<file path="config.mk">
export PLATFORM = sky130hd
export DESIGN_NAME = imu_frame_deframer_core
export DESIGN_NICKNAME = d
export VERILOG_FILES = /design/src/imu_fd_pkg.sv /design/src/imu_fd_conv.sv /design/src/imu_frame_deframer_core.sv
export SDC_FILE = /design/constraint.sdc
export NUM_CORES = 2
export LEC_CHECK = 0
export BUFFER_PORTS_ARGS = -buffer_cell sky130_fd_sc_hd__buf_2
export CAP_MARGIN = 30
export CORE_ASPECT_RATIO = 0.8
export CORE_MARGIN = 5
export CORE_UTILIZATION = 30
export CTS_CLUSTER_DIAMETER = 100
export DETAILED_ROUTE_END_ITERATION = 8
export PLACE_DENSITY = 0.53
export SYNTH_ARGS = -nofsm -noshare
export SYNTH_HDL_FRONTEND = slang
export SYNTH_SLANG_ARGS = --single-unit
export TNS_END_PERCENT = 1
</file>
<file path="constraint.sdc">
create_clock -name i_clk -period 24.1 [get_ports i_clk]
set_input_delay 2.41 -clock i_clk [delete_from_list [all_inputs] [get_ports i_clk]]
set_output_delay 2.41 -clock i_clk [all_outputs]
set_load 0.05 [all_outputs]
</file>
<file path="src/imu_fd_pkg.sv">
`timescale 1ns / 1ps
// ----------------------------------------------------------------------------
// IMU frame deframer package
// Shared constants and types of the IMU frame deframer and its float scaler.
// ----------------------------------------------------------------------------
package imu_fd_pkg;

    localparam int unsigned FRAME_BYTES_DEF = 59;
    localparam logic [7:0]  HDR_BYTE        = 8'h5A;
    localparam int unsigned FLOAT_START     = 2;
    localparam int unsigned FLOAT_END       = 26;
    localparam int unsigned NUM_WORDS       = 6;
    localparam int unsigned NUM_RATE_WORDS  = 3;
    localparam int unsigned WORD_W          = 32;
    localparam int unsigned WIDX_W          = 3;

    localparam logic [31:0] GYRO_SCALE_RST  = 32'd292818;
    localparam logic [31:0] ACCEL_SCALE_RST = 32'd164574822;

    localparam logic REG_GYRO_SCALE  = 1'b0;
    localparam logic REG_ACCEL_SCALE = 1'b1;

    typedef enum logic [1:0] {
        SYNC_HUNT  = 2'd0,
        SYNC_HDR1  = 2'd1,
        SYNC_FRAME = 2'd2
    } t_sync;

    typedef struct packed {
        logic              vld;
        logic [WIDX_W-1:0] idx;
        logic [WORD_W-1:0] value;
    } t_conv_res;

endpackage

</file>
<file path="src/imu_fd_conv.sv">
`timescale 1ns / 1ps
// ----------------------------------------------------------------------------
// IMU float scaler
// Converts the six collected IEEE single words, one per cycle, into scaled
// and saturated signed Q16.16 values through one shared multiplier.
// ----------------------------------------------------------------------------
module imu_fd_conv (
    input  logic                                                  i_clk,
    input  logic                                                  i_rst_n,
    input  logic                                                  i_start,
    input  logic [imu_fd_pkg::NUM_WORDS-1:0][imu_fd_pkg::WORD_W-1:0] i_words,
    input  logic [31:0]                                           i_gyro_scale,
    input  logic [31:0]                                           i_accel_scale,
    output logic                                                  o_busy,
    output imu_fd_pkg::t_conv_res                                 o_res
);
    import imu_fd_pkg::*;

    localparam logic [7:0] EXP_BIAS_Q = 8'd158;
    localparam logic [7:0] EXP_SPEC   = 8'hFF;

    logic              r_iss_act, n_iss_act;
    logic [WIDX_W-1:0] r_iss_idx, n_iss_idx;

    logic              r_s1_vld;
    logic [WIDX_W-1:0] r_s1_idx;
    logic [55:0]       r_s1_prod;
    logic [7:0]        r_s1_ex;
    logic              r_s1_neg;
    logic              r_s1_spec;

    logic              r_s2_vld;
    logic [WIDX_W-1:0] r_s2_idx;
    logic [31:0]       r_s2_mag;
    logic              r_s2_neg;

    t_conv_res         r_res;

    logic [31:0] sel_word;
    logic [31:0] sel_scale;
    logic [7:0]  raw_ex;
    logic [23:0] mant;
    logic [7:0]  eff_ex;
    logic [55:0] prod;

    logic [31:0] limit;
    logic [7:0]  sh_l;
    logic [7:0]  sh_r;
    logic [87:0] wide;
    logic        sat;
    logic [31:0] mag;

    always_comb begin
        n_iss_act = r_iss_act;
        n_iss_idx = r_iss_idx;
        if (i_start) begin
            n_iss_act = 1'b1;
            n_iss_idx = '0;
        end else if (r_iss_act) begin
            n_iss_idx = r_iss_idx + WIDX_W'(1);
            if (r_iss_idx == WIDX_W'(NUM_WORDS - 1)) begin
                n_iss_act = 1'b0;
            end
        end
    end

    always_comb begin
        sel_word  = (r_iss_idx < WIDX_W'(NUM_WORDS)) ? i_words[r_iss_idx] : '0;
        sel_scale = (r_iss_idx < WIDX_W'(NUM_RATE_WORDS)) ? i_gyro_scale : i_accel_scale;
        raw_ex    = sel_word[30:23];
        if (raw_ex == 8'd0) begin
            mant   = {1'b0, sel_word[22:0]};
            eff_ex = 8'd1;
        end else begin
            mant   = {1'b1, sel_word[22:0]};
            eff_ex = raw_ex;
        end
        prod = 56'(mant) * 56'(sel_scale);
    end

    always_comb begin
        limit = r_s1_neg ? 32'h8000_0000 : 32'h7FFF_FFFF;
        sh_l  = r_s1_ex - EXP_BIAS_Q;
        sh_r  = EXP_BIAS_Q - r_s1_ex;
        sat   = r_s1_spec;
        if (r_s1_ex >= EXP_BIAS_Q) begin
            wide = {32'd0, r_s1_prod} << sh_l[4:0];
            if ((sh_l >= 8'd32) && (r_s1_prod != '0)) begin
                sat = 1'b1;
            end
        end else if (sh_r >= 8'd56) begin
            wide = '0;
        end else begin
            wide = {32'd0, r_s1_prod >> sh_r[5:0]};
        end
        if (wide > {56'd0, limit}) begin
            sat = 1'b1;
        end
        mag = sat ? limit : wide[31:0];
    end

    always_ff @(posedge i_clk) begin
        if (!i_rst_n) begin
            r_iss_act <= 1'b0;
            r_iss_idx <= '0;
            r_s1_vld  <= 1'b0;
            r_s2_vld  <= 1'b0;
            r_res.vld <= 1'b0;
        end else begin
            r_iss_act <= n_iss_act;
            r_iss_idx <= n_iss_idx;
            r_s1_vld  <= r_iss_act;
            r_s2_vld  <= r_s1_vld;
            r_res.vld <= r_s2_vld;
        end
        r_s1_idx    <= r_iss_idx;
        r_s1_prod   <= prod;
        r_s1_ex     <= eff_ex;
        r_s1_neg    <= sel_word[31];
        r_s1_spec   <= (raw_ex == EXP_SPEC);
        r_s2_idx    <= r_s1_idx;
        r_s2_mag    <= mag;
        r_s2_neg    <= r_s1_neg;
        r_res.idx   <= r_s2_idx;
        r_res.value <= r_s2_neg ? (32'd0 - r_s2_mag) : r_s2_mag;
    end

    assign o_busy = r_iss_act | r_s1_vld | r_s2_vld | r_res.vld;
    assign o_res  = r_res;

endmodule

</file>
<file path="src/imu_frame_deframer_core.sv">
`timescale 1ns / 1ps
// ----------------------------------------------------------------------------
// IMU frame deframer core
// Finds header-synchronised IMU frames in a byte stream, checks their 8-bit
// sum and emits six scaled Q16.16 sensor values for every good frame.
// ----------------------------------------------------------------------------
// The block takes one received byte per cycle. When the last byte of a frame
// lands with a good checksum, the six collected floats pass through a shared
// multiplier, one per cycle, and the result transfer is offered once all six
// scaled values are stored. Bytes of the next frame are taken meanwhile; the
// input holds off only on the last byte of a frame while the previous result
// is still being converted or waits to be taken. Configuration is read and
// written through the APB port without wait states.
module imu_frame_deframer_core #(
    parameter int unsigned FRAME_BYTES = imu_fd_pkg::FRAME_BYTES_DEF
) (
    input  logic         i_clk,
    input  logic         i_rst_n,
    input  logic         s_axis_tvalid,
    output logic         s_axis_tready,
    input  logic [7:0]   s_axis_tdata,   // [7:0] rx_byte
    output logic         m_axis_tvalid,
    input  logic         m_axis_tready,
    output logic [191:0] m_axis_tdata,   // rate_x, rate_y, rate_z, accel_x, accel_y, accel_z
    input  logic         psel,
    input  logic         penable,
    input  logic         pwrite,
    input  logic [2:0]   paddr,
    input  logic [31:0]  pwdata,
    output logic [31:0]  prdata,
    output logic         pready
);
    import imu_fd_pkg::*;

    localparam int unsigned POS_W = $clog2(FRAME_BYTES);

    t_sync              r_sync, n_sync;
    logic [POS_W-1:0]   r_pos, n_pos;
    logic [7:0]         r_sum, n_sum;
    logic [NUM_WORDS-1:0][WORD_W-1:0] r_words;
    logic [NUM_WORDS-1:0][WORD_W-1:0] r_res;
    logic               r_out_vld, n_out_vld;
    logic [31:0]        r_gyro_scale;
    logic [31:0]        r_accel_scale;

    logic               s_acc;
    logic               last_pos;
    logic               is_hdr;
    logic               hdr_done;
    logic               frame_byte;
    logic               frame_end;
    logic               hunt_byte;
    logic               conv_start;
    logic               conv_busy;
    t_conv_res          conv_res;
    logic               cfg_wr;
    logic [4:0]         float_off;

    assign s_acc    = s_axis_tvalid & s_axis_tready;
    assign last_pos = (r_pos == POS_W'(FRAME_BYTES - 1));
    assign is_hdr   = (s_axis_tdata == HDR_BYTE);

    assign s_axis_tready = !((r_sync == SYNC_FRAME) && last_pos &&
                             (conv_busy || (r_out_vld && !m_axis_tready)));

    always_comb begin
        n_sync = r_sync;
        if (s_acc) begin
            case (r_sync)
                SYNC_HUNT:  n_sync = is_hdr ? SYNC_HDR1 : SYNC_HUNT;
                SYNC_HDR1:  n_sync = is_hdr ? SYNC_FRAME : SYNC_HUNT;
                SYNC_FRAME: n_sync = last_pos ? SYNC_HUNT : SYNC_FRAME;
                default:    n_sync = is_hdr ? SYNC_HDR1 : SYNC_HUNT;
            endcase
        end
    end

    always_comb begin
        hdr_done   = 1'b0;
        frame_byte = 1'b0;
        frame_end  = 1'b0;
        hunt_byte  = 1'b0;
        case (r_sync)
            SYNC_HDR1:  hdr_done   = s_acc && is_hdr;
            SYNC_FRAME: begin
                frame_byte = s_acc && !last_pos;
                frame_end  = s_acc && last_pos;
            end
            default:    hunt_byte  = s_acc;
        endcase
    end

    always_comb begin
        n_pos = r_pos;
        n_sum = r_sum;
        if (hdr_done) begin
            n_pos = POS_W'(FLOAT_START);
            n_sum = '0;
        end else if (frame_byte) begin
            n_pos = r_pos + POS_W'(1);
            n_sum = r_sum + s_axis_tdata;
        end else if (hunt_byte || frame_end) begin
            n_pos = '0;
        end
    end

    assign conv_start = frame_end && (s_axis_tdata == r_sum);

    always_comb begin
        n_out_vld = r_out_vld;
        if (r_out_vld && m_axis_tready) begin
            n_out_vld = 1'b0;
        end
        if (conv_res.vld && (conv_res.idx == WIDX_W'(NUM_WORDS - 1))) begin
            n_out_vld = 1'b1;
        end
    end

    always_ff @(posedge i_clk) begin
        if (!i_rst_n) begin
            r_sync    <= SYNC_HUNT;
            r_pos     <= '0;
            r_sum     <= '0;
            r_out_vld <= 1'b0;
        end else begin
            r_sync    <= n_sync;
            r_pos     <= n_pos;
            r_sum     <= n_sum;
            r_out_vld <= n_out_vld;
        end
    end

    assign float_off = 5'(r_pos - POS_W'(FLOAT_START));

    always_ff @(posedge i_clk) begin
        if (frame_byte && (r_pos >= POS_W'(FLOAT_START)) && (r_pos < POS_W'(FLOAT_END))) begin
            r_words[float_off[4:2]][float_off[1:0]*8 +: 8] <= s_axis_tdata;
        end
        if (conv_res.vld) begin
            r_res[conv_res.idx] <= conv_res.value;
        end
    end

    assign cfg_wr = psel & penable & pwrite & pready;

    always_ff @(posedge i_clk) begin
        if (!i_rst_n) begin
            r_gyro_scale  <= GYRO_SCALE_RST;
            r_accel_scale <= ACCEL_SCALE_RST;
        end else if (cfg_wr) begin
            if (paddr[2] == REG_GYRO_SCALE) begin
                r_gyro_scale <= pwdata;
            end else begin
                r_accel_scale <= pwdata;
            end
        end
    end

    assign pready = 1'b1;
    assign prdata = (paddr[2] == REG_GYRO_SCALE) ? r_gyro_scale : r_accel_scale;

    imu_fd_conv u_conv (
        .i_clk         (i_clk),
        .i_rst_n       (i_rst_n),
        .i_start       (conv_start),
        .i_words       (r_words),
        .i_gyro_scale  (r_gyro_scale),
        .i_accel_scale (r_accel_scale),
        .o_busy        (conv_busy),
        .o_res         (conv_res)
    );

    assign m_axis_tvalid = r_out_vld;
    assign m_axis_tdata  = r_res;

    // A conversion is only started when the scaler is free.
    a_start_idle: assert property (@(posedge i_clk) disable iff (!i_rst_n)
        conv_start |-> !conv_busy)
        else $error("conversion started while scaler busy");

    // Results are never written over a result that still waits to be taken.
    a_res_free: assert property (@(posedge i_clk) disable iff (!i_rst_n)
        conv_res.vld |-> !r_out_vld)
        else $error("scaler result overwrote pending output");

    // Inside a frame the position never falls below the first float byte.
    a_pos_frame: assert property (@(posedge i_clk) disable iff (!i_rst_n)
        (r_sync == SYNC_FRAME) |-> (r_pos >= POS_W'(FLOAT_START)))
        else $error("frame position below first payload byte");

    // The input only holds off on the last byte of a frame.
    a_stall_last: assert property (@(posedge i_clk) disable iff (!i_rst_n)
        !s_axis_tready |-> ((r_sync == SYNC_FRAME) && last_pos))
        else $error("input stalled outside the last frame byte");

endmodule
</file>
==> impl_metrics.csv <==
group,metric,value,unit
outcome,status,"complete, no violations",
setup_path,required,24620,ps
timing,max-slew-margin-rel,0.266,
yosys,mappedNetlistArea,52500,sq um
floorplan,row_count,137,
floorplan,dieWidth,478,um
setup_path,path_class,"reg2reg",
power,p_seq_frac,0.410,
clock_tree,clock-root-buffer,"clkbuf_16",
yosys,synthDistinctLibCells,79,
detailed_routing,dr.first_iter.drc_count,3043,
detailed_routing,routed_wl,158000,um
yosys,synth_edf_count,384,
clock_tree,htreeDepth,3,
final_layout,final_cell_area,58900,sq um
power,p_per_area,49.2,nW/um^2
detailed_routing,drcViolationCount,0,
timing,min_period,10740,ps
placement,hpwl,117000,um
placement,place_area,56600,sq um
power,clockPowerShare,0.361,
setup_path,path_buf_inv,3,
detailed_routing,avgViaCountPerCell,5.00,
power,combPwrFrac,0.229,
power,p_total,2900,uW
timing,worst_pin_slew,1070,ps
floorplan,coreArea,174000,sq um
detailed_routing,ant_nets,0,
clock_tree,cts_tree,"done",
floorplan,pin_count,277,
timing,fin_tns_setup,0,ps
clock_tree,numClockSinks,612,
global_routing,grt_usage,0.172,
floorplan,die_area,183000,sq um
clock_tree,clockBufferDepth,3,
clock_tree,cts_buffers,68,
global_routing,grt_max_degree,75,
yosys,async_reset_ff_frac,0,
timing,setup_viol,0,
detailed_routing,vias,38146,
global_routing,overflow,0,
yosys,synthesis.nets,6063,
placement,portBuffers,273,
timing,drv_slew,0,
setup_path,crit_arrival,11260,ps
yosys,ys_ff_latch,612,
global_routing,antenna_found_initial,4,
clock_tree,clock_latency,660,ps
timing,finalWorstSetupSlack,13360,ps
floorplan,start_util,0.301,
setup_path,start_kind,"flip-flop",
final_layout,fin_nets,6233,
placement,place_ws,13320,ps
setup_path,critPathMaxStageDelay,730,ps
global_routing,grt_pass1_wl,246000,um
floorplan,dieHeight,384,um
power,switching_share,0.311,
clock_tree,postCtsSetupRepairBufs,0,
final_layout,drive_above_1_share,0.136,
yosys,synth_flop_cell,"edfxtp_1",
final_layout,syn_to_final_growth,12.2,%
timing,finalCritPeriodShare,0.446,
yosys,synth_cells,5116,
clock_tree,cts_resized,0,
clock_tree,cts_hold_buf,0,
setup_path,critPathTopFamily,"adder cells",
yosys,ys_seq_area_frac,0.307,
yosys,ys_warn_count,0,
setup_path,path_max_fanout,41,
power,internal_power,2000,uW
power,power.leakage,0.0252,uW
timing,rsz0062_at_grt,"false",
timing,skew,33.7,ps
global_routing,grt_pass1_vias,39663,
setup_path,cp-end-kind,"flip-flop",
power,netSwitchingPower,900,uW
hold_path,hp-class,"reg2reg",
detailed_routing,drt-wirelength-per-cell,20.7,um
timing,hold_viol,0,
timing,fmax,93.1,MHz
yosys,synth.avg_cell_area,10.3,sq um
setup_path,crit_top_cell,"fa_1",
detailed_routing,firstDrtPassIters,6,
setup_path,cp_slowest_cell,"buf_4",
clock_tree,clk_pin_slew_worst_paths,60,ps
placement,place_congestion,0.890,
power,peakVddDrop,0.0000572,V
flow_run,drv_cap,0,
[synth_stat cells (93+ instances only)]
library cell / count / area [sq um]
a21oi_1: 169 / 846
nand2_1: 787 / 2950
mux4_2: 111 / 2500
ha_1: 238 / 2980
o21ai_0: 93 / 465
nor2_1: 458 / 1720
mux2i_1: 143 / 1430
clkbuf_1: 198 / 743
dfxtp_1: 228 / 4560
edfxtp_1: 384 / 11500
fa_1: 659 / 13200
inv_1: 701 / 2630
[routing by layer]
metal / GRT usage / up-vias / routed length (um)
li1: - / 17122 / -
met4: 0.0391 / 0 / 3410
met3: 0.0401 / 189 / 13900
met1: 0.249 / 19345 / 72800
met5: 0 / - / 0
met2: 0.264 / 1490 / 68100
[layout by cell type, fill, tap and decap left out, types with 13 or more instances in the layout]
| cell | count |
|---|---|
| ha_1 | 237 |
| o22ai_1 | 23 |
| a21oi_1 | 162 |
| nor4_1 | 28 |
| or3_1 | 20 |
| nand4_1 | 26 |
| a21boi_0 | 40 |
| o31ai_1 | 16 |
| nor3_1 | 38 |
| mux4_2 | 111 |
| nand2_1 | 787 |
| nor2_1 | 451 |
| nor2b_1 | 31 |
| xnor2_1 | 68 |
| a21o_1 | 52 |
| nand2b_1 | 31 |
| o21ai_0 | 92 |
| a211oi_1 | 40 |
| dfxtp_1 | 224 |
| fa_1 | 659 |
| a31oi_1 | 13 |
| xor2_1 | 26 |
| clkbuf_1 | 13 |
| o21a_1 | 16 |
| nand3_1 | 77 |
| edfxtp_1 | 384 |
| and2_1 | 78 |
| clkbuf_16 | 71 |
| buf_4 | 86 |
| inv_1 | 702 |
| and3_1 | 13 |
| mux2_2 | 84 |
| mux2_1 | 17 |
| buf_2 | 276 |
| mux2i_1 | 131 |
[cell type report]
| cell class | count | area, sq um |
|---|---|---|
| fillers | 17695 | 115000 |
| multi-input cells | 3530 | 32900 |
| flip-flops and latches | 612 | 16100 |
| well taps | 2293 | 2870 |
| inverters | 703 | 2640 |
| repair buffers | 371 | 2130 |
| clock buffers | 88 | 1870 |
| clock inverters | 37 | 390 |
| diodes | 1 | 2.50 |
[flip-flops by register name (all words and copies together), names as in the netlist]
signal,flops
u_conv.r_iss_act,1
u_conv.r_s1_neg,1
u_conv.r_s1_spec,1
u_conv.r_s1_ex,8
r_pos,6
u_conv.r_s1_prod,56
u_conv.r_s2_vld,1
u_conv.r_s1_vld,1
r_sum,8
u_conv.o_res,36
m_axis_tdata,192
u_conv.r_s2_idx,3
u_conv.r_s1_idx,3
u_conv.r_s2_mag,32
r_sync,2
r_words,192
r_gyro_scale,32
r_accel_scale,32
u_conv.r_s2_neg,1
m_axis_tvalid,1
u_conv.r_iss_idx,3
[power groups by stage]
| stage | clock network [uW] | registers [uW] | logic, uW |
|---|---|---|---|
| 3_5_place_dp | 0 | 1210 | 651 |
| 2_1_floorplan | 0 | 1180 | 469 |
| 4_1_cts | 1080 | 1190 | 656 |
| 6_report | 1050 | 1190 | 662 |
| 5_1_grt | 1120 | 1190 | 736 |
| 3_3_place_gp | 0 | 1210 | 651 |
[worst reg2reg max path: cells and delay by family (launching register included)]
family | cells | cell delay (ps)
AOI/OAI and AO/OA | 9 | 3050
muxes | 1 | 630
buffers and inverters | 3 | 1060
adders and majority gates | 8 | 3980
and+or+nand+nor | 5 | 1230
DFF | 1 | 700
[logic make-up (layout without fill, tap and decap cells)]
family                     after synthesis  after routing  synth area share
and+or+nand+nor                       1618           1618             0.132
buffers and inverters                  974           1199            0.0720
adders and majority gates              897            897             0.308
DFF                                    612            612             0.307
AOI/OAI and AO/OA                      560            560            0.0681
muxes                                  355            355            0.0966
xor gates and xnor gates                99             99            0.0165
other                                    1              2         0.0000715
[worst paths after layout]
check	slack (ps)	cells after the start	start	end
hold reg to reg	330	0	u_conv.r_s1_idx[0]	u_conv.r_s2_idx[0]
setup / recovery	13360	26	u_conv.r_iss_idx[0]	u_conv.r_s1_prod[54]
hold / removal	330	0	u_conv.r_s1_idx[0]	u_conv.r_s2_idx[0]
setup reg to reg	13360	26	u_conv.r_iss_idx[0]	u_conv.r_s1_prod[54]
[stage by stage]
step           instances  hold WS, ps  utilization
2_1_floorplan       5116          310            -
3_3_place_gp        7493          311        0.324
3_5_place_dp        7504          312        0.325
4_1_cts             7629          326        0.338
5_1_grt             7634          334        0.338
6_report            7635          326        0.338
Note: power is estimated with default switching activity, not from simulation.
